File: src/rtl/rcrc_pkg.sv
// shared constants, types and header table of the record checker
package rcrc_pkg;

   localparam int RECORD_BYTES = 90;
   localparam int SUM_BYTES    = RECORD_BYTES - 4;
   localparam int HEADER_BYTES = 6;
   localparam int COUNT_W      = $clog2(RECORD_BYTES + 1);

   localparam int ALPHA_MUL    = 17;
   localparam int BETA_MUL     = 31;
   localparam int FIRST_OFFSET = 7;
   localparam int MODULUS      = 65535;
   localparam int REDUCE_BIAS  = 256 * MODULUS;

   localparam int REQ_DATA_W   = 8;
   localparam int RSP_FIELDS_W = 2 + 16 + 32;
   localparam int RSP_DATA_W   = ((RSP_FIELDS_W + 7) / 8) * 8;

   typedef enum logic [1:0] {
      STATUS_OK         = 2'd0,
      STATUS_SHORT      = 2'd1,
      STATUS_BAD_HEADER = 2'd2,
      STATUS_MISMATCH   = 2'd3
   } status_type;

   typedef struct packed {
      logic [7:0]  data_byte;
      logic [7:0]  index_low;
      logic [15:0] newer;
      logic [15:0] older;
   } term_in_type;

   // magic "ANKH" then load address 0x0100 little-endian
   function automatic logic [7:0] header_byte(input logic [COUNT_W-1:0] idx);
      logic [7:0] value;
      case (idx)
         COUNT_W'(0): value = 8'h41;
         COUNT_W'(1): value = 8'h4E;
         COUNT_W'(2): value = 8'h4B;
         COUNT_W'(3): value = 8'h48;
         COUNT_W'(4): value = 8'h00;
         COUNT_W'(5): value = 8'h01;
         default:     value = 8'h41;
      endcase
      return value;
   endfunction

endpackage

File: src/rtl/rcrc_term.sv
// one step of the three-term recurrence with reduction mod 65535
module rcrc_term
   import rcrc_pkg::*;
(
   input  term_in_type term_in,
   output logic [15:0] term_out
);

   logic [7:0]  alpha;
   logic [7:0]  beta;
   logic [8:0]  sum_a;
   logic [24:0] prod_a;
   logic [23:0] prod_b;
   logic        borrow;
   logic [25:0] biased;
   logic [16:0] fold1;
   logic [16:0] fold2;

   always_comb begin
      alpha  = 8'(term_in.index_low * 8'(ALPHA_MUL));
      beta   = 8'(term_in.index_low * 8'(BETA_MUL));
      sum_a  = {1'b0, term_in.data_byte} + {1'b0, alpha};
      prod_a = 25'(sum_a) * 25'(term_in.newer);
      prod_b = 24'(beta) * 24'(term_in.older);
      // a wrapped 64-bit difference is one more mod 65535
      borrow = (prod_a < 25'(prod_b));
      biased = 26'(prod_a) + 26'(REDUCE_BIAS) + 26'(borrow) - 26'(prod_b);
      fold1  = 17'(biased[25:16]) + 17'(biased[15:0]);
      fold2  = 17'(fold1[16]) + 17'(fold1[15:0]);
      if (fold2 >= 17'(MODULUS)) begin
         term_out = 16'(fold2 - 17'(MODULUS));
      end else begin
         term_out = fold2[15:0];
      end
   end

endmodule

File: src/rtl/recurrence_checksum_record_check.sv
// record checker: header check, recurrence checksum and status per record
// flow: an accepted item is held in the input register; when it fires it updates the record
//   state, and its result, if any, is loaded into the rsp register
// throughput: one byte per cycle unless a held response stalls, set by the combinational recurrence step
// reset: synchronous, clears the pipeline valids and the record state
module recurrence_checksum_record_check
   import rcrc_pkg::*;
(
   input  logic                  clock,
   input  logic                  reset,
   input  logic                  req_tvalid,
   output logic                  req_tready,
   input  logic [REQ_DATA_W-1:0] req_tdata,  // data_byte [7:0]
   input  logic                  req_tlast,  // end_of_file
   output logic                  rsp_tvalid,
   input  logic                  rsp_tready,
   output logic [RSP_DATA_W-1:0] rsp_tdata   // status [1:0], computed_checksum [17:2],
                                             // stored_checksum [49:18], zeros above
);

   logic               in_valid_ff, in_valid_in;
   logic [7:0]         in_byte_ff;
   logic               in_eof_ff;

   logic [COUNT_W-1:0] count_ff, count_in;
   logic [15:0]        older_ff, older_in;
   logic [15:0]        newer_ff, newer_in;
   logic               header_bad_ff, header_bad_in;
   logic [31:0]        stored_ff, stored_in;
   logic               done_ff, done_in;

   logic               rsp_valid_ff, rsp_valid_in;
   status_type         rsp_status_ff, rsp_status_in;
   logic [15:0]        rsp_computed_ff, rsp_computed_in;
   logic [31:0]        rsp_stored_ff, rsp_stored_in;

   logic               fire;
   logic               emit;
   logic [COUNT_W-1:0] sum_offset;
   term_in_type        term_in;
   logic [15:0]        term_out;

   assign fire       = in_valid_ff && (!rsp_valid_ff || rsp_tready);
   assign req_tready = !in_valid_ff || fire;
   assign in_valid_in = (req_tvalid && req_tready) ? 1'b1 : (fire ? 1'b0 : in_valid_ff);

   assign term_in.data_byte = in_byte_ff;
   assign term_in.index_low = 8'(count_ff);
   assign term_in.newer     = newer_ff;
   assign term_in.older     = older_ff;

   rcrc_term u_term (
      .term_in  (term_in),
      .term_out (term_out)
   );

   assign sum_offset = count_ff - COUNT_W'(SUM_BYTES);

   always_comb begin
      count_in        = count_ff;
      older_in        = older_ff;
      newer_in        = newer_ff;
      header_bad_in   = header_bad_ff;
      stored_in       = stored_ff;
      done_in         = done_ff;
      emit            = 1'b0;
      rsp_status_in   = rsp_status_ff;
      rsp_computed_in = rsp_computed_ff;
      rsp_stored_in   = rsp_stored_ff;
      if (fire) begin
         if (!done_ff) begin
            if (count_ff < COUNT_W'(HEADER_BYTES) && in_byte_ff != header_byte(count_ff)) begin
               header_bad_in = 1'b1;
            end
            if (count_ff < COUNT_W'(SUM_BYTES)) begin
               if (count_ff == '0) begin
                  older_in = 16'd1;
                  newer_in = 16'(in_byte_ff) + 16'(FIRST_OFFSET);
               end else begin
                  older_in = newer_ff;
                  newer_in = term_out;
               end
            end else begin
               stored_in = stored_ff | (32'(in_byte_ff) << {sum_offset[1:0], 3'b000});
            end
            count_in = count_ff + COUNT_W'(1);
            if (count_in == COUNT_W'(RECORD_BYTES)) begin
               done_in         = 1'b1;
               emit            = 1'b1;
               rsp_computed_in = newer_in;
               rsp_stored_in   = stored_in;
               if (header_bad_in) begin
                  rsp_status_in = STATUS_BAD_HEADER;
               end else if (32'(newer_in) != stored_in) begin
                  rsp_status_in = STATUS_MISMATCH;
               end else begin
                  rsp_status_in = STATUS_OK;
               end
            end else if (in_eof_ff) begin
               emit            = 1'b1;
               rsp_status_in   = STATUS_SHORT;
               rsp_computed_in = 16'd0;
               rsp_stored_in   = 32'd0;
            end
         end
         if (in_eof_ff) begin
            count_in      = '0;
            older_in      = 16'd1;
            newer_in      = 16'd1;
            header_bad_in = 1'b0;
            stored_in     = 32'd0;
            done_in       = 1'b0;
         end
      end
      rsp_valid_in = rsp_valid_ff && !rsp_tready;
      if (fire) begin
         rsp_valid_in = emit;
      end
   end

   always_ff @(posedge clock) begin
      if (reset) begin
         in_valid_ff   <= 1'b0;
         rsp_valid_ff  <= 1'b0;
         count_ff      <= '0;
         older_ff      <= 16'd1;
         newer_ff      <= 16'd1;
         header_bad_ff <= 1'b0;
         stored_ff     <= 32'd0;
         done_ff       <= 1'b0;
      end else begin
         in_valid_ff   <= in_valid_in;
         rsp_valid_ff  <= rsp_valid_in;
         count_ff      <= count_in;
         older_ff      <= older_in;
         newer_ff      <= newer_in;
         header_bad_ff <= header_bad_in;
         stored_ff     <= stored_in;
         done_ff       <= done_in;
      end
   end

   always_ff @(posedge clock) begin
      if (req_tvalid && req_tready) begin
         in_byte_ff <= req_tdata[7:0];
         in_eof_ff  <= req_tlast;
      end
      if (fire && emit) begin
         rsp_status_ff   <= rsp_status_in;
         rsp_computed_ff <= rsp_computed_in;
         rsp_stored_ff   <= rsp_stored_in;
      end
   end

   assign rsp_tvalid = rsp_valid_ff;
   assign rsp_tdata  = {{(RSP_DATA_W - RSP_FIELDS_W){1'b0}},
                        rsp_stored_ff, rsp_computed_ff, rsp_status_ff};

endmodule

File: config.mk
export PLATFORM = sky130hd
export DESIGN_NAME = recurrence_checksum_record_check
export DESIGN_NICKNAME = d
export VERILOG_FILES = /design/src/rtl/rcrc_pkg.sv /design/src/rtl/rcrc_term.sv /design/src/rtl/recurrence_checksum_record_check.sv
export SDC_FILE = /design/constraint.sdc
export NUM_CORES = 1
export LEC_CHECK = 0
export CAP_MARGIN = 20
export CORE_UTILIZATION = 47
export CTS_BUF_LIST = sky130_fd_sc_hd__clkbuf_4
export DETAILED_ROUTE_END_ITERATION = 7
export DONT_BUFFER_PORTS = 1
export SYNTH_ARGS = -nofsm -noshare
export SYNTH_HDL_FRONTEND = slang
export SYNTH_HIERARCHICAL = 1
export SYNTH_SLANG_ARGS = --single-unit
File: constraint.sdc
create_clock -name clock -period 38.8 [get_ports clock]
set_input_delay 1.94 -clock clock [delete_from_list [all_inputs] [get_ports clock]]
set_output_delay 1.94 -clock clock [all_outputs]
set_load 0.02 [all_outputs]
==> metrics.txt, run 1 <==
outcome finished, final reports clean; Tmin final 18.31 ns; synth top area cells fa_1 (21%), ha_1 (13%), edfxtp_1 (9.4%); vias in the first global route 15572; max-slew violation count 0; Max-Cap Viols 0; wire length per cell 19.0 µm; final hold violation count 0; clock skew 0.0290 ns; DR vias/cell 5.61; unrepaired setup endpoints after global routing no; CP Max Fanout 16; clock root buffer clkbuf_4; die extent in x 203 µm; FMAX 54.6 MHz; clock tree from TritonCTS built; Final setup viols 0; gr usage total 26.1%; register area share after synthesis 17.3%; hold_buf cts 0; die footprint 41000 µm²; ratio of cells with drive above 1 in the final layout 4.17%; Post-CTS Setup Bufs 0; fin crit share 47.2%; GPL Wtd Cong 0.902; core box area 39700 µm²; post-route ant nets 0; pwr/cell area 76.9 nW/µm²; nets 2599; slew of the pin with the lowest slew margin 1.05 ns; crit path kind flop to flop; worst vdd ir 110 µV; Area after DPL 19300 µm²; Design Area, Final 19700 µm²; top-area cell type share of the netlist area 21.3%; I/O Pins 71; Routed WL 51900 µm; internal power 0.648 mW; Slowest cell on crit path xnor3_1; most frequent cells in the layout inv_1 (325), nand2_1 (201), fa_1 (201); Rel. slew slack 29.6%; crit path launch type flop; Comb power frac 82.5%; first-pass GRT wire length 84800 µm; DRT iter0 DRCs 1051; Req. time, crit path 39.09 ns; Hold Crit Class flop to flop; Net Sw Power 0.865 mW; LEAKAGE 8.58 nW; Switching Fraction 57.2%; Die Ht 203 µm; number of CTS-inserted buffers 17; post-synth top area cell fa_1; Sequential Power Share 10.6%; Congestion Overflow GR 0; clock transition at the registers of the reported paths 0.13 ns; #FFs+latches synth 134; cell row count 73; ys async rst share 0%; Clk pwr share 6.9%; filler cell count 3912; initial antenna violation count 1; dpl hpwl 41000 µm; synth unique cells 95; Port Buffers 0; Multi-input gate area 14000 µm²; pre-CTS WS 20.64 ns; area growth from synthesis to layout 4.08%; setup ws final 20.49 ns; Worst-Skew Late Latency 0.55 ns; combined flip-flop and latch cell area 3270 µm²; Mapped Area 18900 µm²; PostCTS Resize Cnt 0; EDFF count, synth 59; Initial Util 47.6%; drt pass-1 iters 5; slowest stage delay, CP 0.77 ns; Most used DFF post-synth dfxtp_1; Vias 15341; most common cell after layout, fill and taps aside inv_1; CTS Sinks 134; syn avg cell area 8.42 µm²; final setup TNS 0 ns; H-Tree Depth 4; largest net degree at the start of global routing 75; DRC viols 0; Synth Instances 2244; Synth Warn # 6; CP endpoint kind flop; clk buf depth 2; Crit path arrival time 18.60 ns
==> sequential cells by signal, indices dropped and copies added (netlist names) <==
| signal | count |
|---|---|
| in_valid_ff | 1 |
| rsp_stored_ff | 32 |
| newer_ff | 16 |
| count_ff | 7 |
| rsp_computed_ff | 16 |
| in_eof_ff | 1 |
| older_ff | 16 |
| rsp_status_ff | 2 |
| done_ff | 1 |
| header_bad_ff | 1 |
| rsp_tvalid | 1 |
| stored_ff | 32 |
| in_byte_ff | 8 |
==> worst max-delay path, delay by kind of cell (launching register included) <==
family,cells,cell delay (ns)
AOI/OAI and AO/OA,29,6.15
adders and majority gates,16,6.06
and+or+nand+nor,13,3.18
xor gates and xnor gates,5,1.32
DFF,1,0.73
buffers and inverters,8,0.62
==> final cells by class <==
| class | count | area share, % |
|---|---|---|
| multi-input cells | 1690 | 71.3 |
| flip-flops and latches | 134 | 16.6 |
| clock inverters | 14 | 0.884 |
| repair buffers | 25 | 0.954 |
| diodes | 1 | 0.0127 |
| well taps | 525 | 3.34 |
| inverters | 326 | 6.22 |
| clock buffers | 18 | 0.687 |
==> stage by stage <==
stage          utilization, %  hold slack (ns)  power, mW  instances
6_report                 49.5            0.521       1.51       2733
3_3_place_gp             48.7            0.468       1.39       2698
4_1_cts                  49.5            0.515       1.50       2730
5_1_grt                  49.5            0.546       1.64       2733
3_5_place_dp             48.7            0.485       1.38       2698
2_1_floorplan               -            0.431       1.07       2250
==> logic make-up (layout without fill, tap and decap cells) <==
logic type / count (synthesis) / after routing / synth area share (%)
XOR/XNOR: 129 / 129 / 6.05
multiplexers: 2 / 2 / 0.119
other: 1 / 8 / 0.0198
buffers and inverters: 426 / 383 / 8.64
AO/OA/AOI/OAI: 396 / 396 / 13.9
flip-flops: 134 / 134 / 17.3
AND/OR/NAND/NOR: 764 / 764 / 20.0
adder cells (fa/ha/maj): 392 / 392 / 33.9
==> synthesized netlist by cell type, types with 41 or more instances <==
cell type	count
o21ai_0	41
nand2_1	201
dfxtp_1	75
inv_1	326
xnor2_1	89
nand3_1	44
ha_1	191
fa_1	201
edfxtp_1	59
nor2_1	193
a22oi_1	48
clkbuf_1	77
nor3_1	45
a21oi_1	153
and2_1	153
==> worst paths after layout <==
path                start               end  slack [ns]  cells past startpoint
max           count_ff[3]  rsp_status_ff[1]       20.49                     71
min          stored_ff[6]      stored_ff[6]        0.52                      2
max reg2reg   count_ff[3]  rsp_status_ff[1]       20.49                     71
min reg2reg  stored_ff[6]      stored_ff[6]        0.52                      2
==> layer usage <==
metal	vias to the layer above	part of all wire, %	track usage, %
li1	7279	-	-
met3	61	4.0	2.26
met4	0	2.3	6.36
met2	389	48	44.5
met5	-	0	0
met1	7612	45	35.8
==> power by group through the flow <==
| stage | logic, mW | registers [mW] | clock network [mW] |
|---|---|---|---|
| final | 1.25 | 0.160 | 0.105 |
| after global routing | 1.37 | 0.161 | 0.112 |
| after CTS | 1.23 | 0.160 | 0.106 |
| after detailed placement | 1.22 | 0.163 | 0 |
| after global placement | 1.22 | 0.163 | 0 |
| after floorplan | 0.911 | 0.159 | 0 |
Note: power is estimated with default switching activity, not from simulation.
==> run 2: changes to the inputs <==
clock period = 18.7 ns   (was 38.8 ns; I/O delays follow)
==> metrics.txt, run 2 (synthesized netlist as in run 1, its figures left out) <==
clock skew 0.0305 ns; Routed WL 52200 µm; final setup TNS 0 ns; Worst-Skew Late Latency 0.59 ns; outcome finished, final reports clean; GPL Wtd Cong 0.929; Slowest cell on crit path fa_1; most frequent cells in the layout inv_1 (325), nand2_1 (201), fa_1 (201); Crit path arrival time 17.65 ns; CP endpoint kind flop; max-slew violation count 0; total power 3.19 mW; crit path launch type flop; Buf/Inv on CP 9; crit path kind flop to flop; Tmin final 17.31 ns; cell row count 73; die extent in x 203 µm; clk buf depth 2; area growth from synthesis to layout 4.50%; worst reg2reg setup slack 1.39 ns; Die Ht 203 µm; initial antenna violation count 1; post-route ant nets 0; clock transition at the registers of the reported paths 0.14 ns; fin crit share 92.5%; largest net degree at the start of global routing 75; LEAKAGE 8.62 nW; gr usage total 26.0%; Final setup viols 0; core box area 39700 µm²; final hold violation count 0; Rel. slew slack 25.4%; Top delay family on crit path adder cells; filler cell count 3870; number of CTS-inserted buffers 17; I/O Pins 71; Top Registers rsp_stored_ff x32, stored_ff x32; FMAX 57.8 MHz; Req. time, crit path 19.04 ns; clock root buffer clkbuf_4; Max-Cap Viols 0; Hold Crit Class input port to flop; pwr/cell area 162 nW/µm²; pre-CTS WS 0.956 ns; vias in the first global route 15463; CTS Sinks 134; first-pass GRT wire length 84000 µm; dpl hpwl 41100 µm; Area after DPL 19400 µm²; DRC viols 0; nets 2603; H-Tree Depth 4; ratio of cells with drive above 1 in the final layout 4.93%; worst vdd ir 211 µV; slew of the pin with the lowest slew margin 1.11 ns; die footprint 41000 µm²; Design Area, Final 19800 µm²; setup ws final 1.39 ns; Port Buffers 0; CP Max Fanout 25; Congestion Overflow GR 0; Vias 15413; clock tree from TritonCTS built; wire length per cell 19.1 µm; DRT iter0 DRCs 1322; Initial Util 47.6%; DR vias/cell 5.63; slowest stage delay, CP 0.55 ns; drt pass-1 iters 5; most common cell after layout, fill and taps aside inv_1
run 2: what timing repair did:
item | 4_1_cts | 5_1_grt
hold endpoints to repair | 0 | 0
setup buffers | 0 | 2
hold buffers | 0 | 0
gates resized for setup | 0 | 13
endpoints found under the setup margin | 0 | 8
run 2: per-layer routing:
metal | track usage (%) | vias up | share of wire, %
met5 | 0 | - | 0
met4 | 7.81 | 0 | 2.5
met3 | 3.19 | 61 | 5.1
met2 | 44.4 | 419 | 48
met1 | 34.4 | 7637 | 44
li1 | - | 7296 | -
run 2: worst paths after layout:
kind / startpoint / end / depth (start not counted)
worst max-delay path: count_ff[2] / rsp_status_ff[0] / 73
worst min-delay path: reset / in_valid_ff / 1
worst max register to register: count_ff[2] / rsp_status_ff[0] / 73
worst min register to register: stored_ff[7] / stored_ff[7] / 2
run 2: cell type report:
type	count	area, µm²	area share (%)
clock buffer	18	135	0.684
clock inverter	14	148	0.747
timing repair buffer	29	218	1.10
multi-input combinational	1690	14100	71.4
sequential	134	3270	16.6
tap	525	657	3.33
inverter	326	1220	6.19
antenna	1	2.50	0.0127
run 2: through the flow:
| step | hold slack (ns) | instances | util (%) |
|---|---|---|---|
| finish | 0.398 | 2737 | 49.7 |
| floorplan | 0.431 | 2250 | - |
| global route | 0.342 | 2737 | 49.7 |
| global placement | 0.469 | 2702 | 48.8 |
| CTS | 0.332 | 2734 | 49.5 |
| detailed placement | 0.477 | 2702 | 48.8 |
run 2: power by group:
group | internal (mW) | switching [mW] | leakage [nW]
clock | 0.0710 | 0.127 | 0.148
sequential | 0.313 | 0.0189 | 1.10
combinational | 0.955 | 1.71 | 7.38
total | 1.34 | 1.86 | 8.62
